--- src/sv/gsfb_pkg.sv ---
// ----------------------------------------------------------------------------
// Gear/rpm segment frame builder package
// Shared types, constants and segment tables for the frame builder.
// ----------------------------------------------------------------------------
package gsfb_pkg;

   // Number of rpm digits shown per transaction (1 to 4).
   localparam int DIGIT_COUNT = 4;

   // Field widths.
   localparam int GEAR_W  = 5;
   localparam int RPM_W   = 16;
   localparam int FRAME_W = 20;
   localparam int SEG_W   = 8;
   localparam int SEL_W   = 4;

   // Step counter: steps 1..DIGIT_COUNT are the digit frames, after the gear frame.
   localparam int STEP_W = 3;
   localparam logic [STEP_W-1:0] STEP_LAST = STEP_W'(DIGIT_COUNT);

   // Special gear values.
   localparam logic signed [GEAR_W-1:0] GEAR_BLANK = -5'sd2;
   localparam logic signed [GEAR_W-1:0] GEAR_TOP   = 5'sd9;

   // Reciprocal of ten for 16-bit operands: floor(x * 52429 / 2^19) == x / 10.
   localparam logic [16:0] RECIP_TEN   = 17'd52429;
   localparam int          RECIP_SHIFT = 19;

   // Gear segment patterns, indexed by gear + 2 (blank, r, n, 1..9).
   localparam logic [SEG_W-1:0] GEAR_SEG_TABLE [0:11] = '{
      8'h00, 8'h0A, 8'h02, 8'h60, 8'hDA, 8'hF2,
      8'h66, 8'hB6, 8'hBE, 8'hE0, 8'hFE, 8'hF6
   };

   // Decimal digit segment patterns.
   localparam logic [SEG_W-1:0] NUM_SEG_TABLE [0:9] = '{
      8'h3F, 8'h06, 8'h5B, 8'h4F, 8'h66,
      8'h6D, 8'h7D, 8'h07, 8'h7F, 8'h6F
   };

   // Input transaction payload.
   typedef struct packed {
      logic signed [GEAR_W-1:0] gear;
      logic [RPM_W-1:0]         rpm;
   } req_type;

   // Result transaction payload.
   typedef struct packed {
      logic [FRAME_W-1:0] frame;
      logic               last;
   } rsp_type;

   // One frame handed from the frame engine to the output register.
   typedef struct packed {
      logic    valid;
      rsp_type data;
   } frame_xfer_type;

   // Gear segment pattern; out-of-range gears show blank.
   function automatic logic [SEG_W-1:0] gear_pattern(input logic signed [GEAR_W-1:0] gear);
      logic [GEAR_W-1:0] offset;
      logic [SEG_W-1:0]  pat;
      offset = GEAR_W'(gear - GEAR_BLANK);
      pat    = '0;
      if (gear >= GEAR_BLANK && gear <= GEAR_TOP) begin
         pat = GEAR_SEG_TABLE[offset[3:0]];
      end
      return pat;
   endfunction

endpackage

--- src/sv/gsfb_in_buf.sv ---
// ----------------------------------------------------------------------------
// Input buffer
// One-entry register that holds an input transaction until the frame
// engine takes it.
// ----------------------------------------------------------------------------
module gsfb_in_buf
   import gsfb_pkg::*;
(
   input  logic    clock,
   input  logic    reset,
   input  logic    req_valid,
   output logic    req_stall,
   input  req_type req_data,
   input  logic    take,
   output logic    full,
   output req_type data
);

   logic    full_ff, full_in;
   req_type data_ff, data_in;
   logic    accept;

   // A new transaction fits when the slot is empty or is emptied this cycle.
   assign req_stall = full_ff && !take;
   assign accept    = req_valid && !req_stall;

   always_comb begin
      full_in = full_ff;
      data_in = data_ff;
      if (accept) begin
         full_in = 1'b1;
         data_in = req_data;
      end else if (take) begin
         full_in = 1'b0;
      end
   end

   always_ff @(posedge clock) begin
      if (reset) begin
         full_ff <= 1'b0;
      end else begin
         full_ff <= full_in;
      end
      data_ff <= data_in;
   end

   assign full = full_ff;
   assign data = data_ff;

endmodule

--- src/sv/gsfb_frame_engine.sv ---
// ----------------------------------------------------------------------------
// Frame engine
// Builds one frame per cycle while can_load is high: the gear frame, then one
// per rpm digit, peeled off a running quotient with a reciprocal multiply.
// ----------------------------------------------------------------------------
module gsfb_frame_engine
   import gsfb_pkg::*;
(
   input  logic           clock,
   input  logic           reset,
   input  logic           buf_full,
   input  req_type        buf_data,
   output logic           take,
   input  logic           can_load,
   output frame_xfer_type xfer
);

   logic               busy_ff, busy_in;
   logic [STEP_W-1:0]  step_ff, step_in;
   logic [RPM_W-1:0]   quot_ff, quot_in;
   logic [FRAME_W-1:0] hold_ff, hold_in;

   logic [31:0]        prod;
   logic [RPM_W-1:0]   quot_next;
   logic [RPM_W-1:0]   times_ten;
   logic [RPM_W-1:0]   diff;
   logic [3:0]         digit;
   logic [SEG_W-1:0]   digit_seg;
   logic [STEP_W-1:0]  digit_pos;
   logic [1:0]         digit_idx;
   logic [SEL_W-1:0]   sel;

   // Split the running quotient into its next quotient and remainder.
   assign prod      = 32'(quot_ff) * 32'(RECIP_TEN);
   assign quot_next = RPM_W'(prod[31:RECIP_SHIFT]);
   assign times_ten = RPM_W'({quot_next, 3'b000}) + RPM_W'({quot_next, 1'b0});
   assign diff      = quot_ff - times_ten;
   assign digit     = diff[3:0];

   // A digit is blank once the quotient reaches zero.
   always_comb begin
      digit_seg = '0;
      if (quot_ff != '0) begin
         digit_seg = (digit < 4'd10) ? NUM_SEG_TABLE[digit] : '0;
      end
   end

   // Active-low one-hot digit select, least significant digit first.
   assign digit_pos = step_ff - 1'b1;
   assign digit_idx = digit_pos[1:0];
   assign sel       = ~(4'b1000 >> digit_idx);

   assign take = can_load && !busy_ff && buf_full;

   // Frame sequencing.
   always_comb begin
      busy_in   = busy_ff;
      step_in   = step_ff;
      quot_in   = quot_ff;
      hold_in   = hold_ff;
      xfer      = '0;
      if (can_load && busy_ff) begin
         hold_in         = {digit_seg, sel, hold_ff[SEG_W-1:0]};
         quot_in         = quot_next;
         xfer.valid      = 1'b1;
         xfer.data.frame = hold_in;
         xfer.data.last  = (step_ff == STEP_LAST);
         step_in         = step_ff + 1'b1;
         if (step_ff == STEP_LAST) begin
            busy_in = 1'b0;
         end
      end else if (take) begin
         hold_in         = {hold_ff[FRAME_W-1:SEG_W], gear_pattern(buf_data.gear)};
         quot_in         = buf_data.rpm;
         xfer.valid      = 1'b1;
         xfer.data.frame = hold_in;
         xfer.data.last  = 1'b0;
         step_in         = STEP_W'(1);
         busy_in         = 1'b1;
      end
   end

   always_ff @(posedge clock) begin
      if (reset) begin
         busy_ff <= 1'b0;
         step_ff <= '0;
         hold_ff <= '0;
      end else begin
         busy_ff <= busy_in;
         step_ff <= step_in;
         hold_ff <= hold_in;
      end
      quot_ff <= quot_in;
   end

endmodule

--- src/sv/gsfb_out_reg.sv ---
// ----------------------------------------------------------------------------
// Output register
// Holds one result transaction until the consumer takes it.
// ----------------------------------------------------------------------------
module gsfb_out_reg
   import gsfb_pkg::*;
(
   input  logic           clock,
   input  logic           reset,
   input  frame_xfer_type xfer,
   output logic           can_load,
   output logic           rsp_valid,
   input  logic           rsp_stall,
   output rsp_type        rsp_data
);

   logic    valid_ff, valid_in;
   rsp_type data_ff, data_in;

   // The register can take a frame when it is empty or drains this cycle.
   assign can_load = !valid_ff || !rsp_stall;

   always_comb begin
      valid_in = valid_ff;
      data_in  = data_ff;
      if (can_load) begin
         valid_in = xfer.valid;
         if (xfer.valid) begin
            data_in = xfer.data;
         end
      end
   end

   always_ff @(posedge clock) begin
      if (reset) begin
         valid_ff <= 1'b0;
      end else begin
         valid_ff <= valid_in;
      end
      data_ff <= data_in;
   end

   assign rsp_valid = valid_ff;
   assign rsp_data  = data_ff;

endmodule

--- src/sv/gear_rpm_segment_frame_builder_unit.sv ---
// ----------------------------------------------------------------------------
// Gear/rpm segment frame builder
// Turns each (gear, rpm) transaction into display frames for a multiplexed
// seven-segment shift-register chain.
// ----------------------------------------------------------------------------
// Each input transaction yields 1 + DIGIT_COUNT result transactions (five by
// default), one per cycle when the output is not stalled; this rate is set
// by the single frame engine, which emits one frame per cycle while the
// output can load. The first frame carries the gear pattern in bits 0-7 with
// bits 8-19 left from the previous run; each following frame selects one rpm
// digit, least significant first, with an active-low select in bits 8-11 and
// its segments in bits 12-19, and the final frame is flagged by last. A
// one-entry input buffer accepts the next transaction while frames of the
// current one are still going out. The frame register clears on reset.
// ----------------------------------------------------------------------------
module gear_rpm_segment_frame_builder_unit
   import gsfb_pkg::*;
(
   input  logic    clock,
   input  logic    reset,
   input  logic    req_valid,
   output logic    req_stall,
   input  req_type req_data,
   output logic    rsp_valid,
   input  logic    rsp_stall,
   output rsp_type rsp_data
);

   logic           take;
   logic           buf_full;
   req_type        buf_data;
   logic           can_load;
   frame_xfer_type xfer;

   // Input side buffer.
   gsfb_in_buf u_in_buf (
      .clock     (clock),
      .reset     (reset),
      .req_valid (req_valid),
      .req_stall (req_stall),
      .req_data  (req_data),
      .take      (take),
      .full      (buf_full),
      .data      (buf_data)
   );

   // Frame generation.
   gsfb_frame_engine u_frame_engine (
      .clock    (clock),
      .reset    (reset),
      .buf_full (buf_full),
      .buf_data (buf_data),
      .take     (take),
      .can_load (can_load),
      .xfer     (xfer)
   );

   // Result register.
   gsfb_out_reg u_out_reg (
      .clock     (clock),
      .reset     (reset),
      .xfer      (xfer),
      .can_load  (can_load),
      .rsp_valid (rsp_valid),
      .rsp_stall (rsp_stall),
      .rsp_data  (rsp_data)
   );

endmodule
--- config.mk ---
export PLATFORM = sky130hd
export DESIGN_NAME = gear_rpm_segment_frame_builder_unit
export DESIGN_NICKNAME = d
export VERILOG_FILES = /design/src/sv/gsfb_pkg.sv /design/src/sv/gsfb_in_buf.sv /design/src/sv/gsfb_frame_engine.sv /design/src/sv/gsfb_out_reg.sv /design/src/sv/gear_rpm_segment_frame_builder_unit.sv
export SDC_FILE = /design/constraint.sdc
export NUM_CORES = 1
export LEC_CHECK = 0
export ABC_AREA = 0
export BUFFER_PORTS_ARGS = -buffer_cell sky130_fd_sc_hd__buf_4
export CORE_AREA = 2 2 113 143
export DETAILED_ROUTE_END_ITERATION = 8
export DIE_AREA = 0 0 115 145
export PLACE_DENSITY = 0.82
export RECOVER_POWER = 25
export SYNTH_ARGS = -nofsm -noshare
export SYNTH_HDL_FRONTEND = slang
export SYNTH_HIERARCHICAL = 1
export SYNTH_SLANG_ARGS = --single-unit
--- constraint.sdc ---
create_clock -name clock -period 8.2 [get_ports clock]
set_clock_uncertainty 0.05 [all_clocks]
set_input_delay 0.82 -clock clock [delete_from_list [all_inputs] [get_ports clock]]
set_output_delay 0.82 -clock clock [all_outputs]
set_load 0.01 [all_outputs]
Word level (Yosys, flattened, before mapping)
Memory sizes are Yosys's and may differ from the RTL's.
Cells that the tools add are included.
{"block": "classes", "n_bitwise": 4, "n_addsub": 5, "shift": 1, "div_mod_pow": 0, "eq_ne": 2, "n_reduce_logical": 18, "multipliers": 1, "muxes": 20, "order_cmp": 5}
{"operator": "$mux 8", "n": 8}
{"operator": "$mux 22", "n": 2}
{"operator": "$mul 16x16->32 const B", "n": 1}
{"operator": "$mux 13", "n": 2}
{"operator": "$mux 20", "n": 1}
{"operator": "$reduce_bool 16->1", "n": 1}
{"operator": "$ge 5x5->1 const B", "n": 2}
{"operator": "$not 4->5", "n": 2}
{"operator": "$logic_and 1x1->1", "n": 6}
{"operator": "$mux 3", "n": 2}
{"operator": "$reduce_and 2->1", "n": 3}
{"operator": "$ge 5x2->1 const B", "n": 1}
{"operator": "$le 5x5->1 const B", "n": 1}
{"operator": "$logic_not 1->1", "n": 5}
{"operator": "$mux 1", "n": 5}
{"operator": "$add 4x4->4", "n": 1}
{"operator": "$lt 4x4->1 const B", "n": 1}
{"operator": "$not 4->4", "n": 1}
{"operator": "$reduce_bool 2->1", "n": 2}
{"operator": "$shr 4x2->4 const A", "n": 1}
{"operator": "$sub 4x2->4 const B", "n": 1}
{"operator": "$sub 4x4->4", "n": 1}
{"operator": "$add 3x1->3 const B", "n": 1}
{"operator": "$eq 3x3->1 const B", "n": 1}
{"operator": "4 further kinds", "n": 4}
{"block": "totals", "output_inout_bits": 23, "rom_bits": 256, "ramBits": 0, "latchBits": 0, "regBits": 84, "wordCells": 70, "in_bits": 25, "n_memories": 2}
{"memory": "(no name shown)", "depth": 16, "word_bits": 8, "rd": 1, "rd_ports_with_merged_regs": 0, "write_ports": 0, "line": "gsfb_frame_engine.sv:44", "rtl": "digit_seg = (digit < 4'd10) ? NUM_SEG_TABLE[digit] : '0;"}
{"memory": "(no name shown)", "depth": 16, "word_bits": 8, "rd": 1, "rd_ports_with_merged_regs": 0, "write_ports": 0, "line": "gsfb_pkg.sv:66", "rtl": "pat = GEAR_SEG_TABLE[offset[3:0]];"}

Logic depth before layout (Yosys ltp)
Gate-level depths: netlist of the first run.
{"block": "depth", "depth_word": 11, "mapped_depth": 29, "depth_no_buf": 27}

Cells and area by module
The synthesis of the first run kept the hierarchy.
{"mod": "gsfb_frame_engine", "area_per_inst_um2": 6934.2, "seq_area_each_um2": 890.9, "n_inst": 1, "cells_per_inst": 752}
{"mod": "gsfb_in_buf", "area_per_inst_um2": 680.7, "seq_area_each_um2": 650.6, "n_inst": 1, "cells_per_inst": 25}
{"mod": "gsfb_out_reg", "area_per_inst_um2": 669.4, "seq_area_each_um2": 650.6, "n_inst": 1, "cells_per_inst": 26}

Worst setup path after synthesis of the first run
Ideal clock, no wire load.
{"block": "synth_timing", "path_type": "flip-flop to flip-flop", "startpoint": "register u_frame_engine.quot_ff[3]", "endpoint": "register u_out_reg.data_ff, in the netlist u_out_reg/rsp_data[13] (data pin)", "period_less_slack_ns": 6.887, "setup_time_ns": 0.261, "slack_ns": 1.313, "required_ns": 7.889, "path_buffers": 2, "t_arrival_ns": 6.576, "stages_incl_launch_ff": 30, "path_cell_list": "edfxtp_1 -> inv_1 -> ha_1 -> inv_1 -> fa_1 -> inv_1 -> fa_1 -> fa_1 -> fa_1 -> inv_1 -> fa_1 -> inv_1 -> ha_1 -> and3_1 -> nand2_1 -> a21bo_1 -> o21ai_0 -> nor2_1 -> o21ai_0 -> xor2_1 -> ha_1 -> nand2_1 -> nand3_1 -> o21a_1 -> o211ai_2 -> or3_1 -> buf_4 -> and2_4 -> buf_6 -> a221o_1"}
{"item": "start, declared", "line": "gsfb_frame_engine.sv:20", "rtl": "logic [RPM_W-1:0] quot_ff, quot_in;"}
{"item": "start signal, assigned", "line": "gsfb_frame_engine.sv:93", "rtl": "quot_ff <= quot_in;"}
{"item": "end signal, assigned", "line": "gsfb_out_reg.sv:40", "rtl": "data_ff <= data_in;"}
{"item": "end, declared", "line": "gsfb_out_reg.sv:18", "rtl": "rsp_type data_ff, data_in;"}

==> run metrics, run 1 <==
Initial DRT Pass Iterations 5; fillers 1210; final hold vios 0; Tmin final 7.41 ns; Synth top area share 24.6%; CTS Buffer Depth 2; Synth Area per Inst 10.3 sq um; share of layout cells above drive strength 1 7.50%; critical path startpoint u_frame_engine/quot_ff[3]; effective utilization at floorplan 54.1%; All-Layer GR Usage 23.2%; die width 115 microns; Post-synth EDFFs 55; Critical Path Start Type flop; DRC 0; ANT nets after route 0; crit path max fanout 10; Final setup viols 0; Core Box Area 15300 sq um; vias 5821; most frequent cell after synthesis inv_1; met2 usage 40.9%; PortBufs 47; vias in the first global route 6198; I/O Pins 48; clk slew on worst S/H paths 0.06 ns; cell area after synthesis 8280 sq um; largest net degree at the start of global routing 35; Detailed Route Iter0 Violations 327; cts bufs inserted 9; Die Y 145 microns; initial antenna violation count 0; crit share post-route 90.3%; Seq/Total Area, Yosys 26.5%; synth unique cells 57; post-synth top area cell ha_1; met3 GRT Util 2.80%; worst r2r src u_frame_engine/quot_ff[3]; Nets 1116; Async SR Flop Fraction 0%; met1 usage 28.1%; post-CTS resize count 0; Gate Count Post-Synth 803; CP peak stage delay 0.56 ns; Worst Hold Class reg -> reg; WP data required 8.24 ns; FP Rows 51; multi-input combinational cell area 5360 sq um; hpwl dp 14900 microns; global-route wire length before repair 30100 microns; clk_lat worst skew 0.34 ns; Sink Count 82; Post-CTS Setup Bufs 0; Setup Crit Path Kind reg -> reg; min-delay src u_frame_engine/hold_ff[7]; critical path endpoint category flop; largest cells by area after synthesis ha_1, edfxtp_1, fa_1; slowest stage cell, crit path edfxtp_1; GP Congestion 1.03; CTS tree built; hold_buf cts 0; n_diodes 0; Ys Warns 6; RSZ-0062 raised after global routing no; number of max-cap violations 0; Worst-Margin Slew 1.10 ns; post-DR vias/cell 5.61; final wirelength 18200 microns; global route total overflow 0; die area 16700 sq um; H-tree levels 3; top_reg_cell synth edfxtp_1; worst relative slew slack 26.5%; setup TNS 0 ns; Seq cells post-synth 82; Fmax 135 MHz; CTS Root Cell clkbuf_16; layer with the highest usage met2; Area growth syn-to-layout 9.59%; wire length per cell 17.5 microns; CP arrival 7.44 ns; Max Slew Vio Count 0; outcome finished, final reports clean; Reg area 2190 sq um; synth cell count leaders inv_1, ha_1, fa_1, nand2_1, edfxtp_1
-- metrics by stage --
step	utilization, %	setup WS, ns	std cells	cell area (sq um)	hold slack, ns
floorplan	-	1.31	804	8290	0.368
global placement	57.6	0.998	1022	8810	0.373
detailed placement	57.6	0.863	1022	8810	0.384
CTS	59.7	0.823	1038	9150	0.408
global route	59.3	0.387	1038	9080	0.430
finish	59.3	0.793	1038	9080	0.406
-- layout by cell type, fill, tap and decap left out, drive strengths merged, types with 8 or more instances in the layout --
cell,instances
nor2,31
a21o,8
nor3,10
buf,11
clkbuf,48
edfxtp,55
dfxtp,27
xor2,11
fa,80
a211oi,10
nand3,10
nand2,57
xnor2,10
a21oi,33
ha,163
o21ai,25
inv,177
-- worst max-delay path: cells and delay by family (launching register included) --
kind | cells | cell delay (ns)
AND/OR/NAND/NOR | 7 | 1.48
AO/OA/AOI/OAI | 6 | 1.00
flip-flops | 1 | 0.56
adder cells (fa/ha/maj) | 8 | 3.62
buffers and inverters | 5 | 0.30
XOR/XNOR | 1 | 0.12
-- cell families (layout without fill, tap and decap cells) --
family	after synthesis	after routing	synth area share, %
adder cells (fa/ha/maj)	243	243	44.0
multiplexers	2	2	0.272
AO/OA/AOI/OAI	125	125	10.4
XOR/XNOR	21	21	2.22
flip-flops	82	82	26.5
AND/OR/NAND/NOR	138	138	7.73
buffers and inverters	191	240	8.88
other	1	2	0.0453
-- worst paths after layout --
| check | end | cells past startpoint | slack [ns] |
|---|---|---|---|
| worst max register to register | u_out_reg/rsp_data[13] | 27 | 0.79 |
| worst min-delay path | u_frame_engine/hold_ff[7] | 2 | 0.41 |
| worst max-delay path | u_out_reg/rsp_data[13] | 27 | 0.79 |
| worst min register to register | u_frame_engine/hold_ff[7] | 2 | 0.41 |
-- state kept, by name (all words and copies together) (netlist names) --
register and flops:
u_in_buf/full 1, u_out_reg/rsp_data 21, u_in_buf/data 21, u_frame_engine/busy_ff 1, u_frame_engine/hold_ff 18, u_frame_engine/quot_ff 16
u_frame_engine/step_ff 3, u_out_reg/rsp_valid 1
-- metal layers --
layer / up-vias / wire, microns
met3: 45 / 1000
met2: 204 / 9370
li1: 2760 / -
met1: 2812 / 7030
met5: - / 0
met4: 0 / 776
-- final cells by class --
class,count,share of cell area [%]
Clock buffer,9,2.48
Clock inverter,7,1.17
Tap cell,185,2.55
Multi-Input combinational cell,531,59.1
Inverter,174,7.19
Timing Repair Buffer,50,3.39
Sequential cell,82,24.1
Power of run 1 is left out: the tool's default activity adds up to more than one toggle a clock period on the data nets, which glitch-free logic cannot reach.
==> run 2, diff against run 1 <==
CELL_PAD_IN_SITES_DETAIL_PLACEMENT = 0   (was not set)
CELL_PAD_IN_SITES_GLOBAL_PLACEMENT = 1   (was not set)
CORE_AREA = 2 2 119 149   (was 2 2 113 143)
CTS_BUF_LIST = sky130_fd_sc_hd__clkbuf_16   (was not set)
DIE_AREA = 0 0 121 151   (was 0 0 115 145)
PLACE_DENSITY = 0.91   (was 0.82)
==> run 2 against run 1 <==
  * First-iteration DRC count decreased by 16%
  * Maximum frequency shrank 0.13%
  * Core utilization decreased by 5.1 points
  * Critical path type unchanged
  * Register-to-register slack hardly changed
  * Non-clock buffer count decreased by 1
  * Global-route usage shrank 1.3 points
  * Via count decreased by 2.7%
  * Highest routed layer unchanged
  * Routed wire length increased by 2.0%
  * Setup slack worse by 0.0095 ns
  * Worst hold slack improved by 0.0047 ns
  * Critical path depth stayed put
==> run metrics, run 2 (synthesis gave the netlist of run 1 again) <==
All-Layer GR Usage 21.9%; number of max-cap violations 0; Worst Hold Class reg -> reg; critical path endpoint category flop; fillers 1454; WHS Endpoint u_frame_engine/quot_ff[14]; Detailed Route Iter0 Violations 274; worst r2r src u_frame_engine/quot_ff[2]; clk_lat worst skew 0.34 ns; r2r setup slk 0.78 ns; Post-Place Cells 1056; crit path max fanout 10; wire length per cell 17.3 microns; Sink Count 82; hold depth 2; CTS tree built; Critical Path Start Type flop; n_diodes 0; R2R depth 27; Post-CTS Setup Bufs 0; final wirelength 18500 microns; share of layout cells above drive strength 1 7.63%; setup TNS 0 ns; Worst-Margin Slew 1.33 ns; crit share post-route 90.4%; Max Slew Vio Count 0; effective utilization at floorplan 49.4%; Area growth syn-to-layout 9.82%; final hold vios 0; vias 5662; worst relative slew slack 11.4%; CTS Buffer Depth 2; global route total overflow 0; DRC 0; final instance area 9100 sq um; H-tree levels 3; min-delay src u_in_buf/data[14]; PortBufs 47; WP data required 8.24 ns; Initial DRT Pass Iterations 5; FP Rows 53; I/O Pins 48; slowest stage cell, crit path or3_1; r2r endpoint u_out_reg/rsp_data[18]; hpwl dp 15300 microns; CP arrival 7.46 ns; GP Congestion 0.983; ANT nets after route 0; Fmax 135 MHz; non-filler cells, final 1072; Core Box Area 16800 sq um; outcome finished, final reports clean; RSZ-0062 raised after global routing no; most frequent cells in the layout inv_1, ha_1, fa_1; CTS Root Cell clkbuf_16; cts bufs inserted 9; largest net degree at the start of global routing 35; global-route wire length before repair 30400 microns; Tmin final 7.42 ns; vias in the first global route 6039; clk slew on worst S/H paths 0.07 ns; initial antenna violation count 0; Nets 1115; CP peak stage delay 0.55 ns; hold_buf cts 0; placed inst area 8850 sq um; commonest non-fill, non-tap cell in the layout inv_1; post-DR vias/cell 5.28; post-CTS resize count 0; Setup Crit Path Kind reg -> reg; die width 121 microns; Die Y 151 microns; Final setup viols 0; die area 18300 sq um
==> run 2: cell types whose count changed in the layout (fill, tap and decap cells not counted), sizes merged <==
cell      change
inv           +2
clkinvlp      +1
clkbuf        -1
clkinv        -2
bufinv        -1
==> run 2: layer usage <==
layer / vias to the layer above / global-route usage, % / part of all wire (%)
li1: 2758 / - / -
met1: 2717 / 25.8 / 41
met2: 146 / 39.2 / 51
met3: 41 / 3.31 / 4.1
met4: 0 / 9.53 / 4.0
met5: - / 0 / 0
==> run 2: cell type report <==
type	instances	area, sq um	share of cell area [%]
Clock buffer	9	225	2.48
Clock inverter	7	81.3	0.894
Inverter	174	653	7.18
Multi-Input combinational cell	531	5360	58.9
Sequential cell	82	2190	24.1
Tap cell	220	275	3.03
Timing Repair Buffer	49	308	3.38
==> run 2: worst max path at each step <==
stage	startpoint	end	slack (ns)
6_report	u_frame_engine/quot_ff[2]	u_out_reg/rsp_data[18]	0.78
5_1_grt	u_frame_engine/quot_ff[2]	u_out_reg/rsp_data[19]	0.35
4_1_cts	u_frame_engine/quot_ff[2]	u_out_reg/rsp_data[18]	0.80
3_5_place_dp	u_frame_engine/quot_ff[2]	u_out_reg/rsp_data[16]	0.84
3_3_place_gp	u_frame_engine/quot_ff[2]	u_out_reg/rsp_data[16]	0.98
2_1_floorplan	u_frame_engine/quot_ff[3]	u_out_reg/rsp_data[13]	1.31
==> run 2: critical path: cells and delay by family (launching register included) <==
family	cells	cell delay (ns)
fa+ha+maj	8	3.62
simple gates	7	1.49
compound gates	6	1.03
flops	1	0.51
buf+inv	5	0.35
xor+xnor	1	0.12
==> run 2: metrics by stage <==
step                      setup WS [ns]  hold slack, ns  utilization [%]
final                             0.784           0.410             54.2
after global routing              0.353           0.448             54.2
after CTS                         0.801           0.409             54.6
after detailed placement          0.836           0.385             52.8
after global placement            0.984           0.386             52.8
after floorplan                    1.31           0.368                -
Power of run 2 is left out for the same reason.
==> run 3, diff against run 2 <==
ABC_AREA = 1   (was 0)
CORE_AREA = 2 2 121 153   (was 2 2 119 149)
DIE_AREA = 0 0 123 155   (was 0 0 121 151)
SKIP_CTS_REPAIR_TIMING = 1   (was not set)
==> run 3 against run 2 <==
  * Synthesized area grew 2.5%
  * Design area grew 2.8%
  * Final cell count up 13%
  * Synthesized cell count grew 15%
  * Worst hold slack better by 0.0039 ns
  * Critical path depth fell by 2
  * The run now ends with capacitance limit, slew limit left
  * Register-to-register slack improved by 0.72 ns
  * Global-route usage about the same
  * Die area grew 4.3%
==> run metrics, run 3 <==
fillers 1659; failing checks capacitance limit, slew limit; CTS Root Cell clkbuf_16; Ys Warns 6; top_reg_cell synth edfxtp_1; Final setup viols 0; Initial DRT Pass Iterations 5; slowest stage cell, crit path fa_1; die width 123 microns; largest family of logic cells by synthesized area adder cells; Detailed Route Iter0 Violations 380; Crit path max-delay family adder cells; Worst Hold Class reg -> reg; All-Layer GR Usage 21.8%; Tmin final 6.69 ns; share of layout cells above drive strength 1 7.94%; outcome complete, but fails checks; buffer and inverter count on the worst path 4; Die Y 155 microns; Synth Area per Inst 9.16 sq um; cell area after synthesis 8490 sq um; most frequent cell after synthesis inv_1; post-synth top area cell ha_1; Post-Synth XOR/XNOR Area 1.44%; wire length per cell 15.8 microns; Synth Area in Compound Gates 7.00%; critical path endpoint category flop; WP data required 8.23 ns; Area growth syn-to-layout 10.2%; n_diodes 0; mux contribution to synthesized area 0%; initial antenna violation count 0; DRC 0; clk slew on worst S/H paths 0.07 ns; CTS Buffer Depth 2; ANT nets after route 0; Nets 1246; GP Congestion 0.971; cts bufs inserted 9; vias 6085; largest cells by area after synthesis ha_1, edfxtp_1, fa_1; worst relative slew slack -11.5%; Worst-Margin Slew 1.67 ns; CP arrival 6.73 ns; Synth top area share 24.0%; adder-cell share of the synthesized area 42.9%; commonest non-fill, non-tap cell in the layout inv_1; setup TNS 0 ns; final wirelength 19100 microns; synth cell count leaders inv_1, nand2_1, ha_1, fa_1, edfxtp_1; die area 19100 sq um; crit path max fanout 5; Seq/Total Area, Yosys 25.8%; Post-Synth Simple-Gate Area 13.0%; H-tree levels 3; hpwl dp 16100 microns; CTS tree built; crit share post-route 81.6%; RSZ-0062 raised after global routing no; most frequent cells in the layout inv_1, nand2_1, ha_1; met1 usage 26.9%; Post-synth EDFFs 55; PortBufs 47; I/O Pins 48; synth unique cells 40; met3 GRT Util 2.68%; Critical Path Start Type flop; global-route wire length before repair 31900 microns; layer with the highest usage met2; post-DR vias/cell 5.03; Sink Count 82; Setup Crit Path Kind reg -> reg; met2 usage 38.4%; Async SR Flop Fraction 0%; CP peak stage delay 0.55 ns; largest net degree at the start of global routing 41; cell mode on critical path nand2_1; clk_lat worst skew 0.34 ns; Fmax 149 MHz; Max Slew Vio Count 41; Gate Count Post-Synth 927; effective utilization at floorplan 47.8%; global route total overflow 0; post-layout util 52.7%; number of max-cap violations 1; vias in the first global route 6520; final hold vios 0; Core Box Area 17800 sq um; FP Rows 55; Seq cells post-synth 82
-- run 3: final cells by class --
class                   instances  area [sq um]  share of cell area (%)
multi-input cells             627          5480                    58.5
repair buffers                 50           342                    3.65
clock inverters                 5          28.8                   0.308
well taps                     228           285                    3.05
clock buffers                  10           250                    2.67
flip-flops and latches         82          2190                    23.4
inverters                     208           781                    8.35
-- run 3: worst paths after layout --
kind | to | start | depth (start not counted) | slack (ns)
worst max register to register | u_out_reg/rsp_data[13] | u_frame_engine/quot_ff[8] | 25 | 1.51
worst min register to register | u_frame_engine/hold_ff[16] | u_frame_engine/hold_ff[16] | 2 | 0.41
worst max-delay path | u_out_reg/rsp_data[13] | u_frame_engine/quot_ff[8] | 25 | 1.51
worst min-delay path | u_frame_engine/hold_ff[16] | u_frame_engine/hold_ff[16] | 2 | 0.41
-- run 3: per-stage QoR --
step,setup slack [ns],area (sq um),hold slack (ns),instances
floorplan,2.18,8490,0.372,928
global placement,1.61,9110,0.396,1195
detailed placement,1.53,9110,0.406,1195
CTS,1.52,9390,0.415,1210
global route,1.14,9360,0.436,1210
finish,1.51,9360,0.414,1210
-- run 3: per-layer routing --
layer  routed length [microns]  vias up
met5                         0        -
met4                       656        0
met3                       685       43
met2                      9900      124
met1                      7860     2888
li1                          -     3030
-- run 3: worst reg2reg max path: cells and delay by family, from the launching register on --
family                   cells  cell delay [ns]
adder cells (fa/ha/maj)      8             3.59
AND/OR/NAND/NOR             11             1.54
flip-flops                   1             0.53
buffers and inverters        4             0.45
XOR/XNOR                     1             0.21
AO/OA/AOI/OAI                1             0.06
-- run 3: cells by family after synthesis --
kind of cell | count (synthesis)
compound gates | 104
xor+xnor | 14
fa+ha+maj | 243
buf+inv | 219
flops | 82
other cells | 1
simple gates | 264
Power of run 3 is left out for the same reason.
